## config.mk

```make
export PLATFORM = sky130hd
export DESIGN_NAME = fet_step
export DESIGN_NICKNAME = d
export VERILOG_FILES = /design/src/hw/rtl/fet_pkg.sv /design/src/hw/rtl/fet_step.sv
export SDC_FILE = /design/constraint.sdc
export NUM_CORES = 1
export LEC_CHECK = 0
export BUFFER_PORTS_ARGS = -buffer_cell sky130_fd_sc_hd__buf_2
export CELL_PAD_IN_SITES_DETAIL_PLACEMENT = 0
export CELL_PAD_IN_SITES_GLOBAL_PLACEMENT = 1
export CORE_MARGIN = 4
export CORE_UTILIZATION = 35
export DETAILED_ROUTE_END_ITERATION = 7
export GPL_ROUTABILITY_DRIVEN = 0
export GPL_TIMING_DRIVEN = 1
export PLACE_DENSITY = 0.91
export SLEW_MARGIN = 30
export SYNTH_ARGS = -nofsm -noshare
export SYNTH_HDL_FRONTEND = slang
export SYNTH_SLANG_ARGS = --single-unit
```

## constraint.sdc

```tcl
create_clock -name vclk -period 7.5
set_clock_uncertainty 0.05 [all_clocks]
set_input_delay 0.75 -clock vclk [all_inputs]
set_output_delay 0.75 -clock vclk [all_outputs]
set_load 0.02 [all_outputs]
```

## src/hw/rtl/fet_pkg.sv

```systemverilog
`default_nettype none

package fet_pkg;

  // field widths of the item channels
  localparam int COORD_WIDTH     = 32;
  localparam int COUNT_WIDTH     = 16;
  localparam int FRAC_BITS_DEF   = 28;

  // multiplier operand carries two guard bits for the cardioid terms
  localparam int MUL_WIDTH       = COORD_WIDTH + 2;
  localparam int PROD_WIDTH      = 2 * MUL_WIDTH;
  localparam int MUL_LANES       = 3;

  // configuration port
  localparam int CFG_INDEX_WIDTH = 2;
  localparam int CFG_DATA_WIDTH  = (COORD_WIDTH > COUNT_WIDTH) ? COORD_WIDTH : COUNT_WIDTH;

  localparam logic [CFG_INDEX_WIDTH-1:0] CFG_MAX_ITER = 2'd0;
  localparam logic [CFG_INDEX_WIDTH-1:0] CFG_JULIA_RE = 2'd1;
  localparam logic [CFG_INDEX_WIDTH-1:0] CFG_JULIA_IM = 2'd2;

  localparam logic [COUNT_WIDTH-1:0] MAX_ITER_RESET = COUNT_WIDTH'(500);

  // input mode codes
  localparam logic MODE_JULIA  = 1'b0;
  localparam logic MODE_MANDEL = 1'b1;

  typedef struct packed {
    logic                          mode;
    logic signed [COORD_WIDTH-1:0] point_re;
    logic signed [COORD_WIDTH-1:0] point_im;
  } fet_in_t;

  typedef struct packed {
    logic [COUNT_WIDTH-1:0] iteration_count;
    logic                   did_escape;
  } fet_out_t;

  typedef enum logic [2:0] {
    S_IDLE,
    S_CARD_SQ,
    S_CARD_PROD,
    S_CARD_CMP,
    S_MUL,
    S_UPD,
    S_EMIT
  } fet_state_t;

endpackage

`default_nettype wire

```

## src/hw/rtl/fet_step.sv

```systemverilog
`default_nettype none

module fet_step #(
  parameter int FRAC_BITS = fet_pkg::FRAC_BITS_DEF
) (
  input  wire logic signed [fet_pkg::PROD_WIDTH-1:0]  prod [fet_pkg::MUL_LANES],
  input  wire logic signed [fet_pkg::COORD_WIDTH-1:0] c_re,
  input  wire logic signed [fet_pkg::COORD_WIDTH-1:0] c_im,
  output logic                                        escaped,
  output logic signed      [fet_pkg::COORD_WIDTH-1:0] z_re_nxt,
  output logic signed      [fet_pkg::COORD_WIDTH-1:0] z_im_nxt,
  output logic signed      [fet_pkg::MUL_WIDTH-1:0]   card_q,
  output logic                                        card_in_box,
  output logic                                        card_inside
);
  import fet_pkg::*;

  localparam int W          = COORD_WIDTH;
  localparam int SW         = PROD_WIDTH + 2;
  localparam int ESC_SHIFT  = 2 * FRAC_BITS + 2;
  localparam int BW         = ((W > FRAC_BITS + 2) ? W : FRAC_BITS + 2) + 1;

  localparam logic signed [SW-1:0] SAT_HI = {{(SW-W+1){1'b0}}, {(W-1){1'b1}}};
  localparam logic signed [SW-1:0] SAT_LO = {{(SW-W+1){1'b1}}, {(W-1){1'b0}}};

  // cardioid bounding box, 0.65 rounded to nearest
  localparam logic [63:0] UNIT64  = 64'd1 << FRAC_BITS;
  localparam logic [63:0] Q20     = UNIT64 / 64'd20;
  localparam logic [63:0] R20     = UNIT64 % 64'd20;
  localparam logic [63:0] Y065_64 = 64'd13 * Q20 + (64'd13 * R20 + 64'd10) / 64'd20;
  localparam logic signed [BW-1:0] QTR_B  = BW'(1) << (FRAC_BITS - 2);
  localparam logic signed [BW-1:0] BOX_XLO = -(QTR_B + QTR_B + QTR_B);
  localparam logic signed [BW-1:0] BOX_XHI = BW'(3) << (FRAC_BITS - 3);
  localparam logic signed [BW-1:0] BOX_Y   = BW'(Y065_64);

  logic signed [PROD_WIDTH:0]   sq_sum;
  logic signed [PROD_WIDTH:0]   re_diff;
  logic signed [PROD_WIDTH:0]   re_sh;
  logic signed [PROD_WIDTH:0]   im_dbl;
  logic signed [PROD_WIDTH:0]   im_sh;
  logic signed [SW-1:0]         re_sum;
  logic signed [SW-1:0]         im_sum;
  logic signed [SW-1:0]         card_lhs;
  logic signed [SW-1:0]         card_rhs;
  logic signed [BW-1:0]         box_x;
  logic signed [BW-1:0]         box_y;

  function automatic logic signed [W-1:0] sat_w(input logic signed [SW-1:0] v);
    logic signed [SW-1:0] r;
    r = v;
    if (v > SAT_HI) r = SAT_HI;
    if (v < SAT_LO) r = SAT_LO;
    return r[W-1:0];
  endfunction

  // magnitude squared against 4, exact at double fraction precision
  assign sq_sum  = (PROD_WIDTH+1)'(prod[0]) + (PROD_WIDTH+1)'(prod[1]);
  assign escaped = (sq_sum >>> ESC_SHIFT) != '0;

  // z*z + c, floor shift then saturate
  assign re_diff  = (PROD_WIDTH+1)'(prod[0]) - (PROD_WIDTH+1)'(prod[1]);
  assign re_sh    = re_diff >>> FRAC_BITS;
  assign im_dbl   = $signed({prod[2], 1'b0});
  assign im_sh    = im_dbl >>> FRAC_BITS;
  assign re_sum   = SW'(re_sh) + SW'(c_re);
  assign im_sum   = SW'(im_sh) + SW'(c_im);
  assign z_re_nxt = sat_w(re_sum);
  assign z_im_nxt = sat_w(im_sum);

  // q = floor(a^2 + y^2), non-negative
  assign card_q = sq_sum[FRAC_BITS +: MUL_WIDTH];

  // 4*q*(q+a) < y^2
  assign card_lhs    = $signed({prod[0], 2'b00});
  assign card_rhs    = SW'(prod[1]);
  assign card_inside = card_lhs < card_rhs;

  // box test on c
  assign box_x       = BW'(c_re);
  assign box_y       = BW'(c_im);
  assign card_in_box = (BOX_XLO < box_x) && (box_x < BOX_XHI) &&
                       (box_y < BOX_Y) && (-BOX_Y < box_y);

endmodule

`default_nettype wire

```

==> impl_table.tex <==
\begin{tabular}{lr}
\hline
Metric & Value \\
\hline
\multicolumn{2}{l}{\textbf{STA}} \\
\quad Min cycle time layout & $\sim$7.5 ns \\
\quad Tightest hold margin & around 1.9 ns \\
\quad Crit path setup slack, layout & roughly 0.011 ns \\
\quad Worst rel slew slack & 0.388 \\
\quad Pins over their slew limit & 0 \\
\quad Achievable frequency & about 130 MHz \\
\quad Final hold violation count & 0 \\
\quad Unrepaired setup endpoints after global routing & true \\
\quad Measured slew at the worst slew-check pin & $\sim$0.9 ns \\
\quad Setup violators final & 0 \\
\quad Portion of the clock cycle consumed by the worst path in the final layout & 0.999 \\
\multicolumn{2}{l}{\textbf{Drt}} \\
\quad Max Used Layer & met5 \\
\quad Count of nets left with antenna violations after detail routing & 0 \\
\quad Met1 Routed Length & approximately 24000 microns \\
\quad 1st-iter DRT viols & between 1500 and 2000 \\
\quad Detailed-route DRC error count & 0 \\
\quad Met3 routed wirelength & roughly 4800 microns \\
\quad Average wire per cell in the routed design & around 19 microns \\
\quad Post-detailed-routing wire length & 62000 microns \\
\quad Pre-antenna DRT Iters & 6 \\
\quad Vias after detailed routing & about 19000 \\
\quad Via-to-Cell Ratio & approximately 5.8 \\
\quad Detailed route wirelength on metal2 & a little under 30000 microns \\
\multicolumn{2}{l}{\textbf{GRT}} \\
\quad Total GRT Usage & 0.262 \\
\quad Gr ovfl total & 0 \\
\quad Number of antenna violations at the first check in global routing & 16 \\
\quad Number of global-route vias before repair & around 19000 \\
\quad First-pass GRT wire length & 95700 microns \\
\quad Largest net degree at the start of global routing & 32 \\
\multicolumn{2}{l}{\textbf{Logic synthesis}} \\
\quad Share of the yosys chip area belonging to registers & 0 \\
\quad Syn avg cell area & approximately 6.7 sq um \\
\quad Number of distinct library cells after synthesis & 81 \\
\quad Netlist area before placement & approximately 14000 sq um \\
\quad Nets in the synthesized netlist & 2627 \\
\quad Gate count of the mapped netlist & 2070 \\
\quad Total of warnings raised by yosys & 0 \\
\multicolumn{2}{l}{\textbf{Place}} \\
\quad Post-Place Worst Slack & -0.580 ns \\
\quad Count of placed standard cells including taps & 3194 \\
\quad HPWL after detailed placement & between 50000 and 60000 microns \\
\quad DP Area & roughly 19000 sq um \\
\quad I/O Buffers & roughly 340 \\
\multicolumn{2}{l}{\textbf{Finish}} \\
\quad Layout sequential cell count & 0 \\
\quad Post-synthesis to final-layout area growth & 40.8\% \\
\quad Number of nets in the final layout & approximately 3300 \\
\quad Non-filler cells, final & between 3000 and 4000 \\
\quad CLK BUF & 0 \\
\quad Ratio of cells with drive above 1 in the final layout & 0.314 \\
\quad Post-route cell area & between 15000 and 20000 sq um \\
\quad Combined flip-flop and latch cell area & 0 sq um \\
\multicolumn{2}{l}{\textbf{Pwr}} \\
\quad Proportion of power drawn by the clock network & 0 \\
\quad Combinational share of power & 1.000 \\
\quad Worst VDD drop & a little over 0.00006 V \\
\quad Net switching power & between 1.5 and 2 mW \\
\quad Leakage & roughly 9.4 nW \\
\quad P per Cell Area & approximately 140 nW/um\^{}2 \\
\quad Part of the total power dissipated in sequential elements & 0 \\
\quad Internal power of the cells & roughly 1.2 mW \\
\quad Net switching share of the total power & 0.572 \\
\quad Tot Pwr & 2.82 mW \\
\multicolumn{2}{l}{\textbf{Floorplanning}} \\
\quad Total die area & approximately 43000 sq um \\
\quad Ports & between 300 and 400 \\
\quad Initial cell density of the core & 0.357 \\
\quad Die span in y & slightly above 200 microns \\
\quad Total number of placement rows & 72 \\
\quad Horizontal die dimension & approximately 210 microns \\
\quad Core area & between 30000 and 40000 sq um \\
\multicolumn{2}{l}{\textbf{Status}} \\
\quad Outcome & finished clean \\
\multicolumn{2}{l}{\textbf{Worst setup path}} \\
\quad Worst Setup End Kind & output pin \\
\quad CP Data Arrival Time & about 6.7 ns \\
\quad Data required time at the worst endpoint & 6.70 ns \\
\quad Peak fanout along the critical path & 7 \\
\quad Setup crit start kind & input pin \\
\quad Critical path type & in -> out \\
\multicolumn{2}{l}{\textbf{Clock tree}} \\
\quad Number of buffers inserted for hold repair after clock tree synthesis & 0 \\
\multicolumn{2}{l}{\textbf{Flow run}} \\
\quad Number of maximum-capacitance constraint violations & 0 \\
\multicolumn{2}{l}{\textbf{Min path}} \\
\quad Classification of the worst-slack hold path & in -> out \\
\hline
\end{tabular}
## worst paths after layout
path	startpoint	end	cells past startpoint
worst max-delay path	prod[87]	z_re_nxt[26]	28
worst min-delay path	c_re[30]	card_in_box	5
## metal layers
metal,up-vias,GRT usage
li1,8944,-
met1,8628,0.303
met2,944,0.462
met3,254,0.0481
met4,24,0.133
met5,-,0
## critical path, cell delays in order
cell,delay [ns]
buf_2,0.11
inv_1,0.06
ha_1,0.32
o21ai_1,0.12
o21ai_1,0.23
nor3_2,0.08
a211o_1,0.33
a21bo_2,0.27
o311a_1,0.37
o31a_1,0.30
o311ai_4,0.29
buf_6,0.17
xor2_4,0.07
ha_4,0.30
nand3_1,0.12
buf_4,0.18
nor3_2,0.22
buf_4,0.14
o21a_1,0.12
o311a_4,0.20
nor3_4,0.04
xor2_1,0.15
or4_1,0.54
or4_4,0.49
and2_4,0.27
buf_12,0.17
o21ai_2,0.14
buf_6,0.13
## area by class of cell
class / instances / area (sq um)
antenna: 6 / 15.0
inverter: 165 / 622
multi-input combinational: 1836 / 13800
fill: 3747 / 19400
tap: 518 / 648
timing repair buffer: 694 / 4540
## logic make-up (layout without fill, tap and decap cells)
kind of cell | count (synthesis) | after routing | share of synthesized area
simple gates | 622 | 624 | 0.225
compound gates | 775 | 775 | 0.354
buf+inv | 236 | 859 | 0.0659
xor+xnor | 142 | 142 | 0.0893
other cells | 0 | 6 | 0
mux | 6 | 6 | 0.00449
fa+ha+maj | 289 | 289 | 0.261
## cells in the mapped netlist, drive strengths merged, types with 13 or more instances
cell type / count / area [sq um]
a31oi: 15 / 93.8
xor2: 36 / 315
nor4: 35 / 219
clkbuf: 58 / 218
nor2: 161 / 604
o31ai: 25 / 198
o21a: 26 / 195
nand2: 124 / 465
a21oi: 288 / 1450
nor3: 51 / 255
a21o: 65 / 488
nand2b: 31 / 194
and2: 13 / 83.8
buf: 13 / 80.1
a211oi: 18 / 135
nand3: 43 / 215
xnor2: 106 / 928
nor2b: 37 / 231
ha: 287 / 3590
o211ai: 22 / 165
inv: 164 / 616
nand4: 46 / 288
or2: 14 / 87.6
o21ai: 155 / 802
o21bai: 40 / 300
and3: 20 / 125
## layout by cell type, fill, tap and decap left out, types with 10 or more instances in the layout
cell	count
a211oi_1	17
and2_1	12
o211ai_1	22
o21ai_0	121
nor2b_1	35
or2_2	11
nor4_1	34
nand3_1	41
a21oi_2	18
or3_1	12
a31oi_1	14
o21ai_2	13
nor2_1	158
ha_1	274
o31ai_1	18
xor2_1	35
nand4_1	46
o21bai_1	40
xnor2_1	101
inv_1	159
buf_2	324
and3_1	16
nor3_1	41
o21ai_1	16
buf_6	19
buf_4	345
a21o_1	65
nand2b_1	29
ha_4	10
o21a_1	26
nand2_1	121
a21oi_1	269
## stage by stage
stage / util / setup TNS (ns)
2_1_floorplan: - / -1.31
3_3_place_gp: 0.475 / -9.13
3_5_place_dp: 0.476 / -15.58
4_1_cts: 0.484 / 0
5_1_grt: 0.502 / -3.39
6_report: 0.503 / 0
## power by group through the flow
stage | Clock (mW) | Combinational (mW) | Sequential [mW]
6_report | 0.000000107 | 2.82 | 0
5_1_grt | 0.0000000356 | 3.04 | 0
4_1_cts | 0 | 2.59 | 0
3_5_place_dp | 0 | 2.50 | 0
3_3_place_gp | 0 | 2.45 | 0
2_1_floorplan | 0 | 1.48 | 0
## what timing repair did
item / in CTS / in global routing
resized for setup: 71 / 127
setup buffers: 4 / 11
setup endpoints to repair: 31 / 31
pin swaps: 31 / 47
cloned: 2 / 2
Note: power is estimated with default switching activity, not from simulation.
